**src/design/tea64_pkg.sv**
```systemverilog
// Shared types, constants and round functions for the 64-bit word block cipher.
package tea64_pkg;

   localparam int unsigned ROUNDS  = 32;
   localparam int unsigned WORD_W  = 64;
   localparam int unsigned CSR_IDX_W = 8;
   localparam logic [WORD_W-1:0] DELTA = 64'h0123_4578_9876_5432;

   // key register indexes on the csr port
   localparam logic [CSR_IDX_W-1:0] KEY0_IDX = 8'd0;
   localparam logic [CSR_IDX_W-1:0] KEY1_IDX = 8'd1;
   localparam logic [CSR_IDX_W-1:0] KEY2_IDX = 8'd2;
   localparam logic [CSR_IDX_W-1:0] KEY3_IDX = 8'd3;

   // command codes
   localparam logic CMD_ENCRYPT = 1'b0;
   localparam logic CMD_DECRYPT = 1'b1;

   typedef struct packed {
      logic [WORD_W-1:0] k0;
      logic [WORD_W-1:0] k1;
      logic [WORD_W-1:0] k2;
      logic [WORD_W-1:0] k3;
   } key_set_type;

   typedef struct packed {
      logic              vld;
      logic              cmd;
      logic [WORD_W-1:0] a;
      logic [WORD_W-1:0] b;
   } pipe_type;

   function automatic logic [WORD_W-1:0] mix_fn(input logic [WORD_W-1:0] s,
                                                 input logic [WORD_W-1:0] sum,
                                                 input logic [WORD_W-1:0] ka,
                                                 input logic [WORD_W-1:0] kb);
      return ((s << 4) + ka) ^ (s + sum) ^ ((s >> 5) + kb);
   endfunction

   // running sum seen by round idx when encrypting
   function automatic logic [WORD_W-1:0] enc_sum_fn(input int unsigned idx);
      logic [WORD_W-1:0] m;
      m = WORD_W'(idx) + WORD_W'(1);
      return WORD_W'(DELTA * m);
   endfunction

   // running sum seen by round idx when decrypting
   function automatic logic [WORD_W-1:0] dec_sum_fn(input int unsigned idx);
      logic [WORD_W-1:0] m;
      m = WORD_W'(ROUNDS) - WORD_W'(idx);
      return WORD_W'(DELTA * m);
   endfunction

endpackage

```
**src/design/tea64_obuf.sv**
```systemverilog
// Output register with one skid entry; freezes the pipeline while the skid is full.
module tea64_obuf (
   input  logic                         clock,
   input  logic                         reset,
   input  tea64_pkg::pipe_type          pipe_i,
   output logic                         pipe_en,
   output logic                         rsp_valid,
   input  logic                         rsp_stall,
   output logic [tea64_pkg::WORD_W-1:0] rsp_out_first_half,
   output logic [tea64_pkg::WORD_W-1:0] rsp_out_second_half
);
   import tea64_pkg::*;

   logic              rsp_vld_ff, rsp_vld_in;
   logic [WORD_W-1:0] rsp_a_ff, rsp_a_in;
   logic [WORD_W-1:0] rsp_b_ff, rsp_b_in;
   logic              skid_vld_ff, skid_vld_in;
   logic [WORD_W-1:0] skid_a_ff, skid_a_in;
   logic [WORD_W-1:0] skid_b_ff, skid_b_in;
   logic              out_take;

   assign out_take = rsp_vld_ff && !rsp_stall;
   assign pipe_en  = !skid_vld_ff;

   always_comb begin
      rsp_vld_in  = rsp_vld_ff;
      rsp_a_in    = rsp_a_ff;
      rsp_b_in    = rsp_b_ff;
      skid_vld_in = skid_vld_ff;
      skid_a_in   = skid_a_ff;
      skid_b_in   = skid_b_ff;
      if (skid_vld_ff) begin
         // pipeline is frozen; drain the skid once the output moves
         if (out_take) begin
            rsp_vld_in  = 1'b1;
            rsp_a_in    = skid_a_ff;
            rsp_b_in    = skid_b_ff;
            skid_vld_in = 1'b0;
         end
      end else if (!rsp_vld_ff || out_take) begin
         rsp_vld_in = pipe_i.vld;
         rsp_a_in   = pipe_i.a;
         rsp_b_in   = pipe_i.b;
      end else if (pipe_i.vld) begin
         skid_vld_in = 1'b1;
         skid_a_in   = pipe_i.a;
         skid_b_in   = pipe_i.b;
      end
   end

   always_ff @(posedge clock) begin
      rsp_a_ff  <= rsp_a_in;
      rsp_b_ff  <= rsp_b_in;
      skid_a_ff <= skid_a_in;
      skid_b_ff <= skid_b_in;
      if (reset) begin
         rsp_vld_ff  <= 1'b0;
         skid_vld_ff <= 1'b0;
      end else begin
         rsp_vld_ff  <= rsp_vld_in;
         skid_vld_ff <= skid_vld_in;
      end
   end

   assign rsp_valid           = rsp_vld_ff;
   assign rsp_out_first_half  = rsp_a_ff;
   assign rsp_out_second_half = rsp_b_ff;

`ifndef SYNTHESIS
   a_skid_behind_rsp: assert property (@(posedge clock) disable iff (reset)
      skid_vld_ff |-> rsp_vld_ff)
      else $error("skid holds a transaction while the output register is empty");

   a_skid_fill_on_stall: assert property (@(posedge clock) disable iff (reset)
      $rose(skid_vld_ff) |-> $past(rsp_vld_ff && rsp_stall))
      else $error("skid filled without a stalled output");

   a_skid_drains: assert property (@(posedge clock) disable iff (reset)
      (skid_vld_ff && !rsp_stall) |=> (!skid_vld_ff && rsp_vld_ff))
      else $error("skid not drained after output moved");
`endif

endmodule

```
**config.mk**
```make
export PLATFORM = sky130hd
export DESIGN_NAME = tea64_obuf
export DESIGN_NICKNAME = d
export VERILOG_FILES = /design/src/design/tea64_pkg.sv /design/src/design/tea64_obuf.sv
export SDC_FILE = /design/constraint.sdc
export NUM_CORES = 1
export LEC_CHECK = 0
export BUFFER_PORTS_ARGS = -buffer_cell sky130_fd_sc_hd__buf_2
export CORE_AREA = 3 3 149 151
export CTS_CLUSTER_SIZE = 28
export DETAILED_ROUTE_END_ITERATION = 16
export DIE_AREA = 0 0 152 154
export HOLD_SLACK_MARGIN = 0.06
export PLACE_DENSITY = 0.69
export SKIP_LAST_GASP = 1
export SLEW_MARGIN = 20
export SYNTH_ARGS = -nofsm -noshare
export SYNTH_HDL_FRONTEND = slang
export SYNTH_SLANG_ARGS = --single-unit
export TNS_END_PERCENT = 5
```
**constraint.sdc**
```tcl
create_clock -name clock -period 7.6 [get_ports clock]
set_input_delay 0.76 -clock clock [delete_from_list [all_inputs] [get_ports clock]]
set_output_delay 0.76 -clock clock [all_outputs]
set_load 0.1 [all_outputs]
```
# == Word-level counts from Yosys, hierarchy flattened ==
# Index checks and enable logic that the tools add are counted.
# op_classes
n_bitwise,2
eq_ne,1
n_mux,13
n_reduce_logical,8
# ops
cell,n
$mux W64,6
$mux W1,7
$logic_not A1 Y1,3
$reduce_and A3 Y1,1
$ne A2 B1 Y1 const B,1
$not A1 Y1,2
$reduce_and A2 Y1,1
$reduce_bool A2 Y1,1
$logic_and A1 B1 Y1,1
$logic_or A1 B1 Y1,1
# word_totals
input_bits,133
wordCells,30
out_inout_bits,130
regBits,258

# == Logic depth before layout (Yosys ltp) ==
# Gate-level depths: netlist (run 1).
# depth
depth_word,5
ltp_mapped,5
mapped_depth_nobuf,2

# == Least setup slack after synthesis (run 1) ==
# No wires, ideal clock.
# synth_path
path_kind,flip-flop to flip-flop
start,register rsp_vld_ff (netlist: rsp_valid)
end,register skid_a_ff[0] (enable)
path_slack_ns,0.464
setup_time_ns,0.616
t_arrival_ns,6.520
synth_period_minus_slack_ns,7.136
stages_incl_launch_ff,3
n_path_buf,0
path_cell_list,dfxtp_1 nand2_1 nor2_1
# synth_via
elab_chain_len,4
word_cells_on_any_way,5
classes_between,1 x bitwise; 4 x reduce/logical
# synth_lines
element,line_no,text
"start, declared",tea64_obuf.sv:14,"logic rsp_vld_ff, rsp_vld_in;"
"start signal, assigned",tea64_obuf.sv:60,rsp_vld_ff <= rsp_vld_in;
$logic_not A1 Y1 or $logic_and A1 B1 Y1 (tied branches),"tea64_obuf.sv:40, tea64_obuf.sv:22",
$logic_or A1 B1 Y1 (*),tea64_obuf.sv:40,end else if (!rsp_vld_ff || out_take) begin
$not A1 Y1 (no source line) (*),-,
$reduce_and A3 Y1 (no source line) (*),-,
"end signal, assigned",tea64_obuf.sv:54,skid_a_ff <= skid_a_in;
"end, declared",tea64_obuf.sv:18,"logic [WORD_W-1:0] skid_a_ff, skid_a_in;"
# Every way passes the cells marked *; elsewhere a longest branch is shown, timed or not.
# A chain may end at the register's enable or synchronous reset.

# == Final worst setup path (run 1) ==
# layout_path
start,register rsp_vld_ff (netlist: rsp_valid)
end,register rsp_a_ff[55] (netlist: rsp_out_first_half[55]) (enable)
# layout_via
elab_chain_len,4
word_cells_on_any_way,6
classes_between,1 x eq/ne; 5 x reduce/logical
# layout_lines
element,line_no,text
$logic_not A1 Y1 or $logic_and A1 B1 Y1 (tied branches),"tea64_obuf.sv:40, tea64_obuf.sv:22",
$logic_or A1 B1 Y1,tea64_obuf.sv:40,
$reduce_bool A2 Y1 (no source line),-,
$reduce_and A2 Y1 (no source line) (*),-,
"end signal, assigned",tea64_obuf.sv:52,rsp_a_ff <= rsp_a_in;
"end, declared",tea64_obuf.sv:15,"logic [WORD_W-1:0] rsp_a_ff, rsp_a_in;"
# Marks and branches as above.

==> results by group, run 1 <==
Status
  – Run status: complete, no violations

Final layout
  – Inserted Diodes: 0
  – Area grow syn2layout: 24.9%
  – Final #Nets: 824
  – Fillcell total: 1627
  – Share of cells above drive strength 1: 0.606

STA
  – Fin crit period: 2.54 ns
  – Unrepaired setup endpoints after global routing: false
  – Hold Fails Final Rpt: 0
  – Highest clock rate: 394 MHz
  – Layout Skew: 0.00619 ns
  – Setup TNS: 0 ns
  – Slew Limit Fails: 0
  – Fin crit share: 0.334
  – Setup-failing EPs final: 0
  – Worst slew margin: 0.310
  – Final hold slack: 0.432 ns
  – Slew @ Worst Pin: 1.03 ns
  – Final critical-path setup slack: 5.06 ns

Route
  – First-pass DRT Iterations: 4
  – DR vias/cell: 4.88
  – Average wire per standard cell: 19.0 µm
  – Routed Antenna Nets: 0
  – WL final: 18700 µm
  – DRC Markers: 0
  – Vias post-DR: 4805
  – Initial drt markers: 219

Place
  – Routability cong.: 0.754
  – Place WS: 4.50 ns
  – DP Wirelength: 12300 µm
  – Buffers on Ports: 261

Synth
  – Post-synth EDFFs: 256
  – Synthesized instance count: 411
  – Register bit total from synthesis: 258
  – Cell Area, Synth: 0.00965 mm²
  – Share of the synthesized area in the top cell type: 0.797
  – Most common cell in the netlist: edfxtp_1
  – Synth area leaders: edfxtp_1, mux2_4, mux2_2
  – FFs w/ async S/R, synth: 0
  – Syn. warnings: 0
  – Syn avg cell area: 23.5 µm²
  – Mapped Nets: 544
  – Most frequent cells after synthesis: edfxtp_1, mux2_4, mux2_2
  – Synth area leader: edfxtp_1
  – Synth cell types: 15
  – Sequential-to-total area share from yosys stat: 0.801
  – Top_reg_cell synth: edfxtp_1

Floorplanning
  – # IOs: 263
  – Chip width: 152 µm
  – Core Rows: 53
  – Initial Util: 0.460
  – Die height: 154 µm
  – Core box area: 0.0210 mm²
  – Die area: 0.0234 mm²

Global routing
  – Initial antenna violation count: 1
  – Grt ovf: 0
  – Total GRT Usage: 0.153
  – Pin count of the biggest net entering global routing: 73
  – First-pass GRT wire length: 29000 µm
  – Vias in the first global route: 5142

Power and ir drop
  – PwrDens: 312 mW/mm²
  – Pwr Total: 3.76 mW
  – Worst vdd ir: 0.000199 V
  – Leakage: 4.70 nW

CTS
  – Clock Root Buffer: clkbuf_16
  – Post-CTS Setup Bufs: 0
  – Reg clk slew, reported paths: 0.06 ns
  – Clock Sinks: 258
  – H-tree levels: 1
  – Cts repair resizes: 0
  – Clock tree from TritonCTS: yes
  – Clock buffer depth: 3
  – Worst skew pair latency: 0.51 ns
  – CTS buffer count: 27
  – Hold buffer count at CTS: 0

Min path
  – Hold WC Path Type: input port to register

Worst setup path
  – Crit Path Max Fanout: 70
  – CP Capture Type: register
  – Delay-heaviest family, CP: buffers and inverters
  – Crit start category: register
  – CP required: 7.73 ns
  – CP Cell Sequence: nand2_1 > o21a_4 > buf_4
  – WP buf/inv: 1
  – Arrival @ worst endpoint: 2.67 ns
  – Crit-path max cell delay: 0.83 ns
  – Setup CP Type: register to register
  – Slowest library cell on the worst path: buf_4
  – Reg-to-reg setup timing slack: 5.06 ns

Run
  – Maximum capacitance violations: 0
-- sequential cells by signal, summed over array words and instances (netlist names) --
signal               count
rsp_out_first_half      64
rsp_out_second_half     64
skid_a_ff               64
rsp_valid                1
skid_b_ff               64
skid_vld_ff              1
-- worst reg2reg max path, stage by stage (launching register included) --
cell and delay [ns]:
dfxtp_1 0.37, nand2_1 0.16, o21a_4 0.71, buf_4 0.86
-- area by class of cell --
class | instances | area [µm²] | share of cell area
clock buffers | 34 | 702 | 0.0583
clock inverters | 13 | 131 | 0.0109
inverters | 1 | 3.75 | 0.000312
multi-input cells | 137 | 1790 | 0.149
flip-flops and latches | 258 | 7730 | 0.642
well taps | 275 | 344 | 0.0286
repair buffers | 266 | 1340 | 0.112
-- metal layers --
metal  share of wire  GRT usage
met3           0.078     0.0462
met2            0.49      0.257
met1            0.40      0.196
met4           0.027     0.0424
met5         0.00037          0
-- where the power goes --
part           internal (mW)  switching, mW
clock network          0.748          0.501
logic                  0.143          0.663
registers               1.68         0.0256
total                   2.57           1.19
-- placed cells by master, fill, tap and decap left out --
cell	count
buf_2	261
edfxtp_1	256
mux2_4	77
mux2_2	51
clkbuf_16	27
clkbuf_1	7
clkinv_1	7
buf_4	5
clkinv_2	3
bufinv_16	3
a21oi_1	2
inv_1	1
nand2_1	1
o21a_4	1
nand2b_1	1
nor2_4	1
nor2b_1	1
nor3_1	1
o21ai_0	1
dfxtp_1	1
dfxtp_4	1
-- final timing paths --
| check | start | cells after the start | end |
|---|---|---|---|
| worst max register to register | rsp_valid | 3 | rsp_out_first_half[55] |
| worst min register to register | skid_b_ff[36] | 1 | rsp_out_second_half[36] |
| worst min-delay path | reset | 2 | skid_vld_ff |
| worst max-delay path | rsp_valid | 3 | rsp_out_first_half[55] |
-- stage by stage --
step            util  std cells  cell area [µm²]
6_report       0.575        984            12000
3_5_place_dp   0.535        937            11200
2_1_floorplan      -        411             9650
3_3_place_gp   0.535        937            11200
5_1_grt        0.575        984            12000
4_1_cts        0.575        984            12000
-- kinds of logic after synthesis --
| kind of cell | after synthesis | share of synthesized area |
|---|---|---|
| and+or+nand+nor | 5 | 0.00259 |
| AOI/OAI and AO/OA | 4 | 0.00233 |
| DFF | 258 | 0.801 |
| buffers and inverters | 16 | 0.0147 |
| muxes | 128 | 0.179 |
Power figures use the tool's default switching activity.
==> run 2, diff against run 1 <==
- clock period: 7.6 -> 2.4 ns (I/O delays scaled with it)
==> results by group, run 2 (synthesis results as in run 1) <==
Status
  – Run status: complete, no violations

CTS
  – Clock tree from TritonCTS: yes
  – CTS buffer count: 28
  – Clock Root Buffer: clkbuf_16
  – H-tree levels: 1
  – Worst skew pair latency: 0.53 ns
  – Clock Sinks: 258
  – Clock buffer depth: 3
  – Reg clk slew, reported paths: 0.06 ns

STA
  – Unrepaired setup endpoints after global routing: false
  – Final hold slack: 0.370 ns
  – Fin crit period: 1.85 ns
  – Slew @ Worst Pin: 0.580 ns
  – Hold Fails Final Rpt: 0
  – Setup TNS: 0 ns
  – Highest clock rate: 539 MHz
  – Fin crit share: 0.772
  – Layout Skew: 0.0112 ns
  – Setup-failing EPs final: 0
  – Worst slew margin: 0.614
  – Final critical-path setup slack: 0.546 ns
  – Slew Limit Fails: 0

Route
  – Vias post-DR: 5353
  – Average wire per standard cell: 18.9 µm
  – First-pass DRT Iterations: 4
  – Initial drt markers: 260
  – DRC Markers: 0
  – WL final: 21200 µm
  – DR vias/cell: 4.78
  – Routed Antenna Nets: 0

Worst setup path
  – Arrival @ worst endpoint: 2.05 ns
  – Crit start category: register
  – CP required: 2.60 ns
  – Setup CP Type: register to register
  – Crit Path Max Fanout: 36
  – CP Capture Type: register
  – Reg-to-reg setup timing slack: 0.55 ns

Place
  – DP Wirelength: 12900 µm
  – Dpl cells: 940
  – Place WS: 0.534 ns
  – Routability cong.: 0.827
  – Cell area after placement: 0.0113 mm²
  – Buffers on Ports: 261

Final layout
  – Layout Cells excl Fill: 1120
  – Most common cell after layout, fill and taps aside: buf_2
  – Share of cells above drive strength 1: 0.528
  – Inserted Diodes: 0
  – Cell area after layout: 0.0135 mm²
  – Most frequent cells in the layout: buf_2, edfxtp_1, dlygate4sd3_1
  – Fillcell total: 1430
  – Area grow syn2layout: 39.9%
  – Final #Nets: 960
  – Fin util: 0.644

Floorplanning
  – Initial Util: 0.460
  – Chip width: 152 µm
  – Die area: 0.0234 mm²
  – Die height: 154 µm
  – Core box area: 0.0210 mm²
  – # IOs: 263
  – Core Rows: 53

Min path
  – Hold WC Path Type: input port to register

Power and ir drop
  – PwrDens: 898 mW/mm²
  – Pwr Total: 12.1 mW
  – Leakage: 5.30 nW
  – Worst vdd ir: 0.000751 V

Global routing
  – First-pass GRT wire length: 33000 µm
  – Pin count of the biggest net entering global routing: 74
  – Total GRT Usage: 0.175
  – Initial antenna violation count: 0
  – Vias in the first global route: 5857
  – Grt ovf: 0

Run
  – Maximum capacitance violations: 0
[run 2: cell type report]
cell class | instances | area (µm²) | area share
sequential | 258 | 7730 | 0.573
timing repair buffer | 401 | 2750 | 0.204
multi-input combinational | 137 | 1810 | 0.134
clock buffer | 32 | 716 | 0.0530
tap | 275 | 344 | 0.0255
clock inverter | 16 | 143 | 0.0106
inverter | 1 | 3.75 | 0.000278
[run 2: worst paths after layout]
| path | start | end | cells past startpoint |
|---|---|---|---|
| max reg2reg | skid_vld_ff | rsp_out_second_half[47] | 3 |
| min | pipe_i[129] | skid_b_ff[28] | 4 |
| max | skid_vld_ff | rsp_out_second_half[47] | 3 |
| min reg2reg | skid_a_ff[55] | rsp_out_first_half[55] | 1 |
[run 2: metal layers]
metal,vias to the layer above,wire (µm),GRT usage,part of all wire
met3,33,1580,0.0507,0.075
li1,2467,-,-,-
met5,-,0,0,0
met1,2622,8450,0.215,0.40
met4,0,401,0.0424,0.019
met2,231,10700,0.309,0.51
[run 2: repair_timing]
action                    CTS  global route
hold endpoints to repair  257             0
hold buffers              132             0
setup buffers               0             0
gates resized for setup     0             0
[run 2: report_power, final]
group	switching [mW]	total, mW	internal (mW)	leakage [nW]
logic	2.15	2.75	0.608	2.39
clock network	1.70	3.96	2.26	0.406
registers	0.0957	5.41	5.31	2.50
[run 2: worst max-delay path: stages, from the launching register on]
cell	delay [ns]
dfxtp_4	0.47
inv_1	0.14
o21a_4	0.50
buf_4	0.39
==> run 3, diff against run 2 <==
- PLACE_DENSITY: 0.69 -> 0.72
- clock period: 2.4 -> 1.6 ns (I/O delays scaled with it)
==> results by group, run 3 (synthesis results as in run 1) <==
CTS
  – Reg clk slew, reported paths: 0.06 ns
  – Worst skew pair latency: 0.51 ns
  – Clock tree from TritonCTS: yes
  – Clock Root Buffer: clkbuf_16
  – Clock Sinks: 258
  – CTS buffer count: 27
  – H-tree levels: 1
  – Post-CTS Setup Bufs: 0
  – Clock buffer depth: 3

Floorplanning
  – Die area: 0.0234 mm²
  – Core box area: 0.0210 mm²
  – Initial Util: 0.460
  – Die height: 154 µm
  – Core Rows: 53
  – Chip width: 152 µm
  – # IOs: 263

Final layout
  – Inserted Diodes: 0
  – Fin util: 0.649
  – Layout Cells excl Fill: 1121
  – Final #Nets: 960
  – Cell area after layout: 0.0136 mm²
  – Most frequent cells in the layout: buf_2, edfxtp_1, dlygate4sd3_1
  – Area grow syn2layout: 40.9%
  – Most common cell after layout, fill and taps aside: buf_2
  – Share of cells above drive strength 1: 0.524

Power and ir drop
  – Worst vdd ir: 0.00102 V
  – Leakage: 5.35 nW
  – PwrDens: 1360 mW/mm²
  – Pwr Total: 18.5 mW

Place
  – Cell area after placement: 0.0114 mm²
  – Place WS: 0.136 ns
  – Dpl cells: 941
  – DP Wirelength: 12600 µm
  – Routability cong.: 0.744
  – Buffers on Ports: 261

STA
  – Fin crit period: 1.49 ns
  – Unrepaired setup endpoints after global routing: false
  – Layout Skew: 0.00667 ns
  – Final critical-path setup slack: 0.108 ns
  – Highest clock rate: 670 MHz
  – Setup-failing EPs final: 0
  – Fin crit share: 0.933
  – Hold Fails Final Rpt: 0
  – Worst slew margin: 0.638
  – Slew @ Worst Pin: 0.547 ns
  – Slew Limit Fails: 0

Global routing
  – Vias in the first global route: 5919
  – First-pass GRT wire length: 32300 µm
  – Initial antenna violation count: 0
  – Grt ovf: 0
  – Total GRT Usage: 0.171
  – Pin count of the biggest net entering global routing: 60

Worst setup path
  – Setup CP Type: register to output pin
  – Crit-path max cell delay: 0.44 ns
  – CP required: 1.44 ns
  – Delay-heaviest family, CP: buffers and inverters
  – WP buf/inv: 1
  – Arrival @ worst endpoint: 1.33 ns
  – CP Cell Sequence: buf_2
  – Crit start category: register
  – CP Capture Type: output pin
  – Slowest library cell on the worst path: buf_2
  – Crit Path Max Fanout: 6

Route
  – Initial drt markers: 205
  – DR vias/cell: 4.85
  – Average wire per standard cell: 18.5 µm
  – Routed Antenna Nets: 0
  – WL final: 20700 µm
  – First-pass DRT Iterations: 4
  – Vias post-DR: 5437
  – DRC Markers: 0

Min path
  – Hold WC Path Type: input port to register

Status
  – Run status: complete, no violations

Run
  – Maximum capacitance violations: 0
run 3: changes by cell type in the layout (fill, tap and decap cells not counted), sizes merged:
cell,change
clkinv,+4
bufinv,+4
clkbuf,-3
buf,+1
inv,-1
clkinvlp,-4
run 3: per-stage QoR:
step                      hold slack, ns  TNS (ns)
after floorplan                    0.219   -331.57
after global placement             0.330         0
after detailed placement           0.338         0
after CTS                          0.278         0
after global routing               0.291         0
final                              0.290         0
run 3: power by group:
group	total, mW	internal [mW]	switching (mW)	leakage [nW]
Combinational	4.16	0.927	3.23	2.41
Sequential	8.09	7.97	0.123	2.50
Clock	6.29	3.88	2.41	0.441
Total	18.5	12.8	5.77	5.35
run 3: path summary, 6_finish.rpt:
path,start,to,slack [ns],cells after the start
max,rsp_valid,rsp_valid,0.11,1
min,pipe_i[129],skid_a_ff[50],0.29,4
max reg2reg,skid_vld_ff,rsp_out_first_half[11],0.12,3
min reg2reg,skid_a_ff[11],rsp_out_first_half[11],0.54,1
run 3: metal layers:
metal	vias up	GRT usage	routed length (µm)
met2	224	0.294	10400
met4	0	0.0586	648
met1	2679	0.213	8260
met3	50	0.0453	1390
met5	-	0	0
li1	2484	-	-
run 3: area by class of cell:
cell class | instances | area (µm²)
clock inverters | 19 | 221
repair buffers | 402 | 2800
inverters | 1 | 3.75
clock buffers | 29 | 683
well taps | 275 | 344
multi-input cells | 137 | 1810
fillers | 1416 | 7360
flip-flops and latches | 258 | 7730
run 3: repair_timing:
action | 4_1_cts | 5_1_grt
gates resized for setup | 1 | 0
endpoints found under the setup margin | 1 | 0
hold endpoints to repair | 258 | 0
hold buffers | 132 | 0
run 3: tightest hold or removal path, cell delays in order:
cell and delay [ns]:
buf_2 0.12, nand2b_4 0.08, nor2_4 0.05, buf_12 0.18
